File: src/design/btb_pkg.sv
// ----------------------------------------------------------------------------
// btb_pkg: shared types and constants of the branch target buffer
// Entry count, field widths, command codes and the match result struct.
// ----------------------------------------------------------------------------
package btb_pkg;

  localparam int Entries = 8;
  localparam int IdxW    = (Entries > 1) ? $clog2(Entries) : 1;
  localparam int AddrW   = 32;
  localparam int CmdW    = 3;
  localparam int SlotW   = 3;

  localparam logic [CmdW-1:0] CmdLookup = 3'd0;
  localparam logic [CmdW-1:0] CmdUpdate = 3'd1;
  localparam logic [CmdW-1:0] CmdToggle = 3'd2;
  localparam logic [CmdW-1:0] CmdClear  = 3'd3;
  localparam logic [CmdW-1:0] CmdRead   = 3'd4;

  typedef logic [AddrW-1:0] addr_t;
  typedef logic [IdxW-1:0]  idx_t;

  typedef struct packed {
    logic match_hit;
    idx_t match_idx;
    logic empty_hit;
    idx_t empty_idx;
  } search_t;

endpackage

File: src/design/btb_match.sv
// ----------------------------------------------------------------------------
// btb_match: associative search over all entries
// Compares the address against every valid entry and finds the lowest
// matching entry and the lowest empty entry.
// ----------------------------------------------------------------------------
module btb_match (
  input  logic [btb_pkg::Entries-1:0] valid_i,
  input  btb_pkg::addr_t              branch_i [btb_pkg::Entries],
  input  btb_pkg::addr_t              addr_i,
  output btb_pkg::search_t            search_o
);
  import btb_pkg::*;

  // walk from the top so the lowest index wins
  always_comb begin
    search_o = '0;
    for (int i = Entries - 1; i >= 0; i--) begin
      if (valid_i[i] && (branch_i[i] == addr_i)) begin
        search_o.match_hit = 1'b1;
        search_o.match_idx = IdxW'(i);
      end
      if (!valid_i[i]) begin
        search_o.empty_hit = 1'b1;
        search_o.empty_idx = IdxW'(i);
      end
    end
  end

endmodule

File: src/design/branch_target_buffer_unit.sv
// ----------------------------------------------------------------------------
// branch_target_buffer_unit: fully associative branch target buffer
// Lookup, update, toggle, clear and read-by-index commands on a small table.
// ----------------------------------------------------------------------------
// A command is taken whenever start is high; busy never rises, so one command
// can be issued every cycle. The command is registered, then compared against
// all entries in parallel in the following cycle, where the table is written
// and the result registered into done_q and the other result registers; done_o
// is high for one cycle and the result cannot be held off. A command sees every
// table change made by the commands issued before it. The combinational
// parallel compare of the whole table sets the clock rate.
module branch_target_buffer_unit (
  input  logic                       clk_i,
  input  logic                       rst_ni,
  input  logic                       start,
  output logic                       busy,
  input  logic [btb_pkg::CmdW-1:0]   cmd_i,
  input  btb_pkg::addr_t             branch_addr_i,
  input  btb_pkg::addr_t             target_addr_i,
  input  logic                       flip_i,
  input  logic                       kickout_i,
  input  logic [btb_pkg::SlotW-1:0]  slot_i,
  output logic                       done_o,
  output logic                       ok_o,
  output btb_pkg::addr_t             out_branch_addr_o,
  output btb_pkg::addr_t             out_target_o,
  output logic                       out_taken_o
);
  import btb_pkg::*;

  // request register
  logic              req_valid_q;
  logic [CmdW-1:0]   cmd_q;
  addr_t             branch_addr_q;
  addr_t             target_addr_q;
  logic              flip_q;
  logic              kickout_q;
  logic [SlotW-1:0]  slot_q;

  // table
  logic [Entries-1:0] valid_q, valid_d;
  logic [Entries-1:0] taken_q, taken_d;
  addr_t              branch_q [Entries];
  addr_t              target_q [Entries];

  search_t search;
  idx_t    sel_idx;
  logic    sel_valid;
  addr_t   sel_branch;
  addr_t   sel_target;
  logic    sel_taken;
  logic    wr_entry;

  // result register
  logic  done_q;
  logic  ok_q, ok_d;
  addr_t out_branch_q, out_branch_d;
  addr_t out_target_q, out_target_d;
  logic  out_taken_q, out_taken_d;

  assign busy = 1'b0;

  always_ff @(posedge clk_i or negedge rst_ni) begin
    if (!rst_ni) begin
      req_valid_q <= 1'b0;
    end else begin
      req_valid_q <= start;
    end
  end

  always_ff @(posedge clk_i) begin
    if (start) begin
      cmd_q         <= cmd_i;
      branch_addr_q <= branch_addr_i;
      target_addr_q <= target_addr_i;
      flip_q        <= flip_i;
      kickout_q     <= kickout_i;
      slot_q        <= slot_i;
    end
  end

  btb_match u_match (
    .valid_i  (valid_q),
    .branch_i (branch_q),
    .addr_i   (branch_addr_q),
    .search_o (search)
  );

  always_comb begin
    sel_idx = search.match_idx;
    if (cmd_q == CmdRead) begin
      sel_idx = IdxW'(slot_q);
    end else if (cmd_q == CmdUpdate && !search.match_hit) begin
      sel_idx = search.empty_hit ? search.empty_idx : '0;
    end
  end

  // invalid entries always read as zero addresses
  assign sel_valid  = valid_q[sel_idx];
  assign sel_branch = sel_valid ? branch_q[sel_idx] : '0;
  assign sel_target = sel_valid ? target_q[sel_idx] : '0;
  assign sel_taken  = taken_q[sel_idx];

  always_comb begin
    valid_d      = valid_q;
    taken_d      = taken_q;
    wr_entry     = 1'b0;
    ok_d         = 1'b0;
    out_branch_d = '0;
    out_target_d = '0;
    out_taken_d  = 1'b0;
    if (req_valid_q) begin
      case (cmd_q)
        CmdLookup: begin
          if (search.match_hit) begin
            ok_d         = 1'b1;
            out_branch_d = sel_branch;
            out_target_d = sel_target;
            out_taken_d  = sel_taken;
          end
        end
        CmdUpdate: begin
          if (search.match_hit || search.empty_hit || kickout_q) begin
            wr_entry          = 1'b1;
            valid_d[sel_idx]  = 1'b1;
            taken_d[sel_idx]  = sel_taken ^ flip_q;
            ok_d              = 1'b1;
            out_branch_d      = branch_addr_q;
            out_target_d      = target_addr_q;
            out_taken_d       = sel_taken ^ flip_q;
          end
        end
        CmdToggle: begin
          if (search.match_hit) begin
            taken_d[sel_idx] = sel_taken ^ flip_q;
            ok_d             = 1'b1;
            out_branch_d     = sel_branch;
            out_target_d     = sel_target;
            out_taken_d      = sel_taken ^ flip_q;
          end
        end
        CmdClear: begin
          if (search.match_hit) begin
            valid_d[sel_idx] = 1'b0;
            taken_d[sel_idx] = 1'b1;
            ok_d             = 1'b1;
          end
        end
        CmdRead: begin
          if (32'(slot_q) < 32'(Entries)) begin
            ok_d         = sel_valid;
            out_branch_d = sel_branch;
            out_target_d = sel_target;
            out_taken_d  = sel_taken;
          end
        end
        default: begin
        end
      endcase
    end
  end

  always_ff @(posedge clk_i or negedge rst_ni) begin
    if (!rst_ni) begin
      valid_q <= '0;
      taken_q <= '1;
      done_q  <= 1'b0;
    end else begin
      valid_q <= valid_d;
      taken_q <= taken_d;
      done_q  <= req_valid_q;
    end
  end

  always_ff @(posedge clk_i) begin
    if (wr_entry) begin
      branch_q[sel_idx] <= branch_addr_q;
      target_q[sel_idx] <= target_addr_q;
    end
  end

  always_ff @(posedge clk_i) begin
    ok_q         <= ok_d;
    out_branch_q <= out_branch_d;
    out_target_q <= out_target_d;
    out_taken_q  <= out_taken_d;
  end

  assign done_o            = done_q;
  assign ok_o              = ok_q;
  assign out_branch_addr_o = out_branch_q;
  assign out_target_o      = out_target_q;
  assign out_taken_o       = out_taken_q;

`ifndef NO_ASSERTIONS
  a_done_follows_req : assert property (
    @(posedge clk_i) disable iff (!rst_ni)
    req_valid_q |=> done_o
  ) else $error("result strobe missing after registered command");

  a_clear_zero_fields : assert property (
    @(posedge clk_i) disable iff (!rst_ni)
    (req_valid_q && cmd_q == CmdClear) |=>
      (out_branch_addr_o == '0 && out_target_o == '0 && !out_taken_o)
  ) else $error("clear result carries nonzero entry fields");

  a_update_echo_addr : assert property (
    @(posedge clk_i) disable iff (!rst_ni)
    (req_valid_q && cmd_q == CmdUpdate) |=>
      (!ok_o || (out_branch_addr_o == $past(branch_addr_q)
                 && out_target_o == $past(target_addr_q)))
  ) else $error("update result does not match written entry");

  a_update_sets_valid : assert property (
    @(posedge clk_i) disable iff (!rst_ni)
    (req_valid_q && cmd_q == CmdUpdate && wr_entry) |=> valid_q[$past(sel_idx)]
  ) else $error("updated entry not marked valid");
`endif

endmodule

File: config.mk
export PLATFORM = sky130hd
export DESIGN_NAME = branch_target_buffer_unit
export DESIGN_NICKNAME = d
export VERILOG_FILES = /design/src/design/btb_pkg.sv /design/src/design/btb_match.sv /design/src/design/branch_target_buffer_unit.sv
export SDC_FILE = /design/constraint.sdc
export NUM_CORES = 1
export LEC_CHECK = 0
export BUFFER_PORTS_ARGS = -buffer_cell sky130_fd_sc_hd__buf_4
export CORE_ASPECT_RATIO = 0.6
export CORE_UTILIZATION = 25
export CTS_CLUSTER_DIAMETER = 150
export DETAILED_ROUTE_END_ITERATION = 16
export PLACE_DENSITY = 0.45
export SYNTH_ARGS = -nofsm -noshare
export SYNTH_HDL_FRONTEND = slang
export SYNTH_SLANG_ARGS = --single-unit
File: constraint.sdc
create_clock -name clk_i -period 8.56 [get_ports clk_i]
set_input_delay 0.428 -clock clk_i [delete_from_list [all_inputs] [get_ports clk_i]]
set_output_delay 0.428 -clock clk_i [all_outputs]
set_load 0.01 [all_outputs]
==> parameters.txt <==
Parameter                              Value

Status
  Result of the run    finished, final reports clean

Setup path
  Delay of the slowest cell on the worst path    770 ps
  Data arrival at the endpoint of the critical path    6810 ps
  CP Data Required Time    8840 ps
  Startpoint Class    register
  Critical-path cell list    xnor2_1 -> nand2_1 -> or4b_1 -> or3_1 -> nand4_1 -> o31ai_1 -> a21oi_4 -> buf_4 -> nand2_1 -> nor2_4 -> buf_4
  Crit Reg-Reg Endpoint    target_q[6][7]
  Cell with the largest stage delay on the worst path    buf_4
  Critical path type    reg2reg
  Worst setup slack for register-to-register paths    2030 ps
  Worst Path Max Fanout    55
  Worst r2r path cells    11
  Critical Path End Type    register
  Launch point of the worst reg-to-reg path    branch_addr_q[29]

Min path
  Hold crit path type    in2async

Final layout
  Layout Cell Area excl Fill    around 34000 sq um
  Fraction of layout cells with a size suffix above 1    0.173
  Final Instance Count excl. Fillers    3702
  Area occupied by registers    between 15000 and 20000 sq um
  End-of-flow core utilization    0.306
  Synth-to-layout area growth    20.6%
  Filler cell count    11200
  Net count of the finished layout    about 2200
  Area of combinational cells with multiple inputs    8770 sq um

Drt
  Count of antenna-violating nets left after detailed routing    0
  Iteration count of the initial detailed-routing pass    6
  Detailed Route WL    115 mm
  Vias per cell    5.00
  Remaining DRCs    0
  Vias    approximately 19000
  Initial DRC Count    2142
  Wirelength per Cell    slightly above 30 microns

Clocking
  Clk_lat worst skew    680 ps
  CTS sink count    668
  Clock buffer depth    3
  Post-CTS setup buffers    0
  CTS clk-pin slew, worst paths    roughly 60 ps
  Number of H-tree branching levels    3
  Number of cells upsized or downsized after cts    0
  Number of buffers added by the clock tree synthesis step    69
  CTS tree    built
  CTS root buf    clkbuf_16

STA
  Final Setup Violations    0
  Timing-limited maximum frequency    between 150 and 200 MHz
  Final setup slack of the worst path    2030 ps
  Final Hold Vio Count    0
  Clock skew after layout    about 33 ps
  Minimum clock period after layout    6530 ps
  Tcrit/Tclk final    0.763
  Slew headroom    0.197
  Worst-Margin Slew    approximately 1200 ps
  Fin. max-slew vios    0
  RSZ-0062 raised after global routing    no
  Min Hold Slack    209 ps
  Final-layout setup total negative slack    0 ps

Global route
  Maximum number of pins on one net before global-route repair    56
  Routing layer with the top usage in global route    met1
  Vias in the first global route    17800
  Initial antenna violation count    5
  Wire length of the first global-routing pass    roughly 160 mm
  GR met3 Demand/Resource    0.0463
  Met2 Use GR    0.265
  Leftover overflow at the end of global routing    0
  Global-route met1 utilization    0.311
  GRT Total Usage    0.196

Yosys
  Simple-gate portion of the synthesized area    0.0664
  Xor and xnor area share after synthesis    0.0784
  Leading post-synthesis cells by instance count    584 x edfxtp_1, 199 x xor2_1, 167 x mux2i_1
  Synthesized instance count    about 1900
  Number of synthesized register bits    668
  Top area cells in the synthesized netlist    edfxtp_1 61%, xor2_1 6.1%, mux2i_1 5.8%
  Portion of netlist area occupied by mux cells    0.0821
  Post-synth net total    2003
  Mean cell area of the mapped netlist    14.8 sq um
  Leading area contributor after synthesis    edfxtp_1
  Area share of the largest cell type after synthesis    0.613
  Number of distinct standard cells referenced by the synthesized netlist    73
  Compound-Gate Fraction of Synth Area    0.0758
  Post-synthesis instance area    around 29000 sq um
  Register area share after synthesis    0.676
  Fraction of the mapped netlist area in adder cells    0
  Top_reg_cell synth    edfxtp_1
  Post-synth EDFFs    584
  Dominant combinational cell family by area after synthesis    multiplexers
  Count of warnings emitted by yosys    0
  Leading cell type by number of instances after synthesis    edfxtp_1
  Share of async-settable or async-resettable flops after synthesis    0.0269

Die
  Die ar.    116000 sq um
  Boundary pin count    between 100 and 150
  Area of the placeable core    113000 sq um
  Horizontal die dimension    439 microns
  Rows    95
  DIE HEIGHT    264 microns
  Effective utilization at floorplan    0.254

Pwr
  Leakage power total    11.6 nW
  Worst vdd rail ir drop    0.129 mV
  Power per Cell Area    222 nW/um^2
  Total power    approximately 7.6 mW

Placed design
  Worst slack after detailed placement    2040 ps
  HPWL after detailed placement    79.0 mm
  Total of buffers placed on input and output ports    141
  Placed Instances    3501
  Gpl congestion    0.949
  Placed instance area    roughly 32000 sq um

Run
  Max-capacitance violation count    0
==> state kept, by name (all words and copies together), names as in the netlist, named ones only <==
register / count
branch_addr_q: 32
branch_q: 256
cmd_q: 3
done_o: 1
flip_q: 1
kickout_q: 1
ok_o: 1
out_branch_addr_o: 32
out_taken_o: 1
out_target_o: 32
req_valid_q: 1
slot_q: 3
taken_q: 8
target_addr_q: 32
target_q: 256
==> worst max-delay path: cells and delay by family (launching register included) <==
family	cells	cell delay (ps)
and+or+nand+nor	6	2330
buffers and inverters	2	1450
AOI/OAI and AO/OA	2	780
DFF	1	740
xor gates and xnor gates	1	710
==> worst max-delay path by stage <==
stage                            from               to  slack, ps  cells past startpoint
CTS                  branch_addr_q[5]   target_q[6][1]       2060                     11
global placement     branch_addr_q[5]   target_q[6][7]       1980                     11
global route         branch_addr_q[5]   target_q[6][2]       1760                     11
finish              branch_addr_q[29]   target_q[6][7]       2030                     11
floorplan           branch_addr_q[17]    branch_q[224]       2280                     14
detailed placement   branch_addr_q[5]  target_q[6][14]       2040                     11
==> power by group <==
group          switching [mW]  leakage [nW]  internal (mW)
sequential              0.146          6.06           3.65
combinational           0.506          4.50          0.262
clock                    1.37          1.08           1.70
==> final cells by class <==
cell class / instances / share of cell area
clock buffer: 95 / 0.0553
antenna: 2 / 0.000145
sequential: 668 / 0.560
timing repair buffer: 260 / 0.0641
clock inverter: 31 / 0.00937
tap: 1503 / 0.0546
inverter: 15 / 0.00167
multi-input combinational: 1128 / 0.254
==> cells by family (layout without fill, tap and decap cells) <==
group	Yosys count	in the layout
flip-flops	668	668
AND/OR/NAND/NOR	354	354
AO/OA/AOI/OAI	293	293
XOR/XNOR	256	256
multiplexers	224	224
buffers and inverters	132	401
other	1	3
==> cells in the final DEF, fill, tap and decap left out, drive strengths merged, types with 5 or more instances in the layout <==
cell / n
xor2: 199
and3: 6
nand4b: 8
nor3: 20
nor2: 37
a32o: 32
a22oi: 19
dlygate4sd3: 73
nand3: 25
inv: 17
edfxtp: 584
o22ai: 49
dfstp: 8
dfrtp: 10
a21oi: 8
o22a: 21
a21boi: 15
clkbuf: 95
nand2b: 7
buf: 187
xnor2: 57
mux2: 54
o211ai: 6
nor4: 87
nor4b: 6
dfxtp: 66
mux2i: 168
clkinv: 22
o21ai: 57
or2: 5
nand4: 35
o31ai: 28
nand2: 93
o221ai: 30
or3: 8
==> repair_timing <==
item / CTS / global route
hold buffers: 73 / 0
setup endpoints to repair: 0 / 0
hold endpoints to repair: 90 / 0
==> routing by layer <==
layer	vias to the layer above	part of all wire	wire length [microns]
li1	7949	-	-
met1	9811	0.52	59500
met2	662	0.40	46100
met3	94	0.071	8170
met4	0	0.014	1620
met5	-	0	0
No activity file was read; power rests on OpenSTA's default activity.
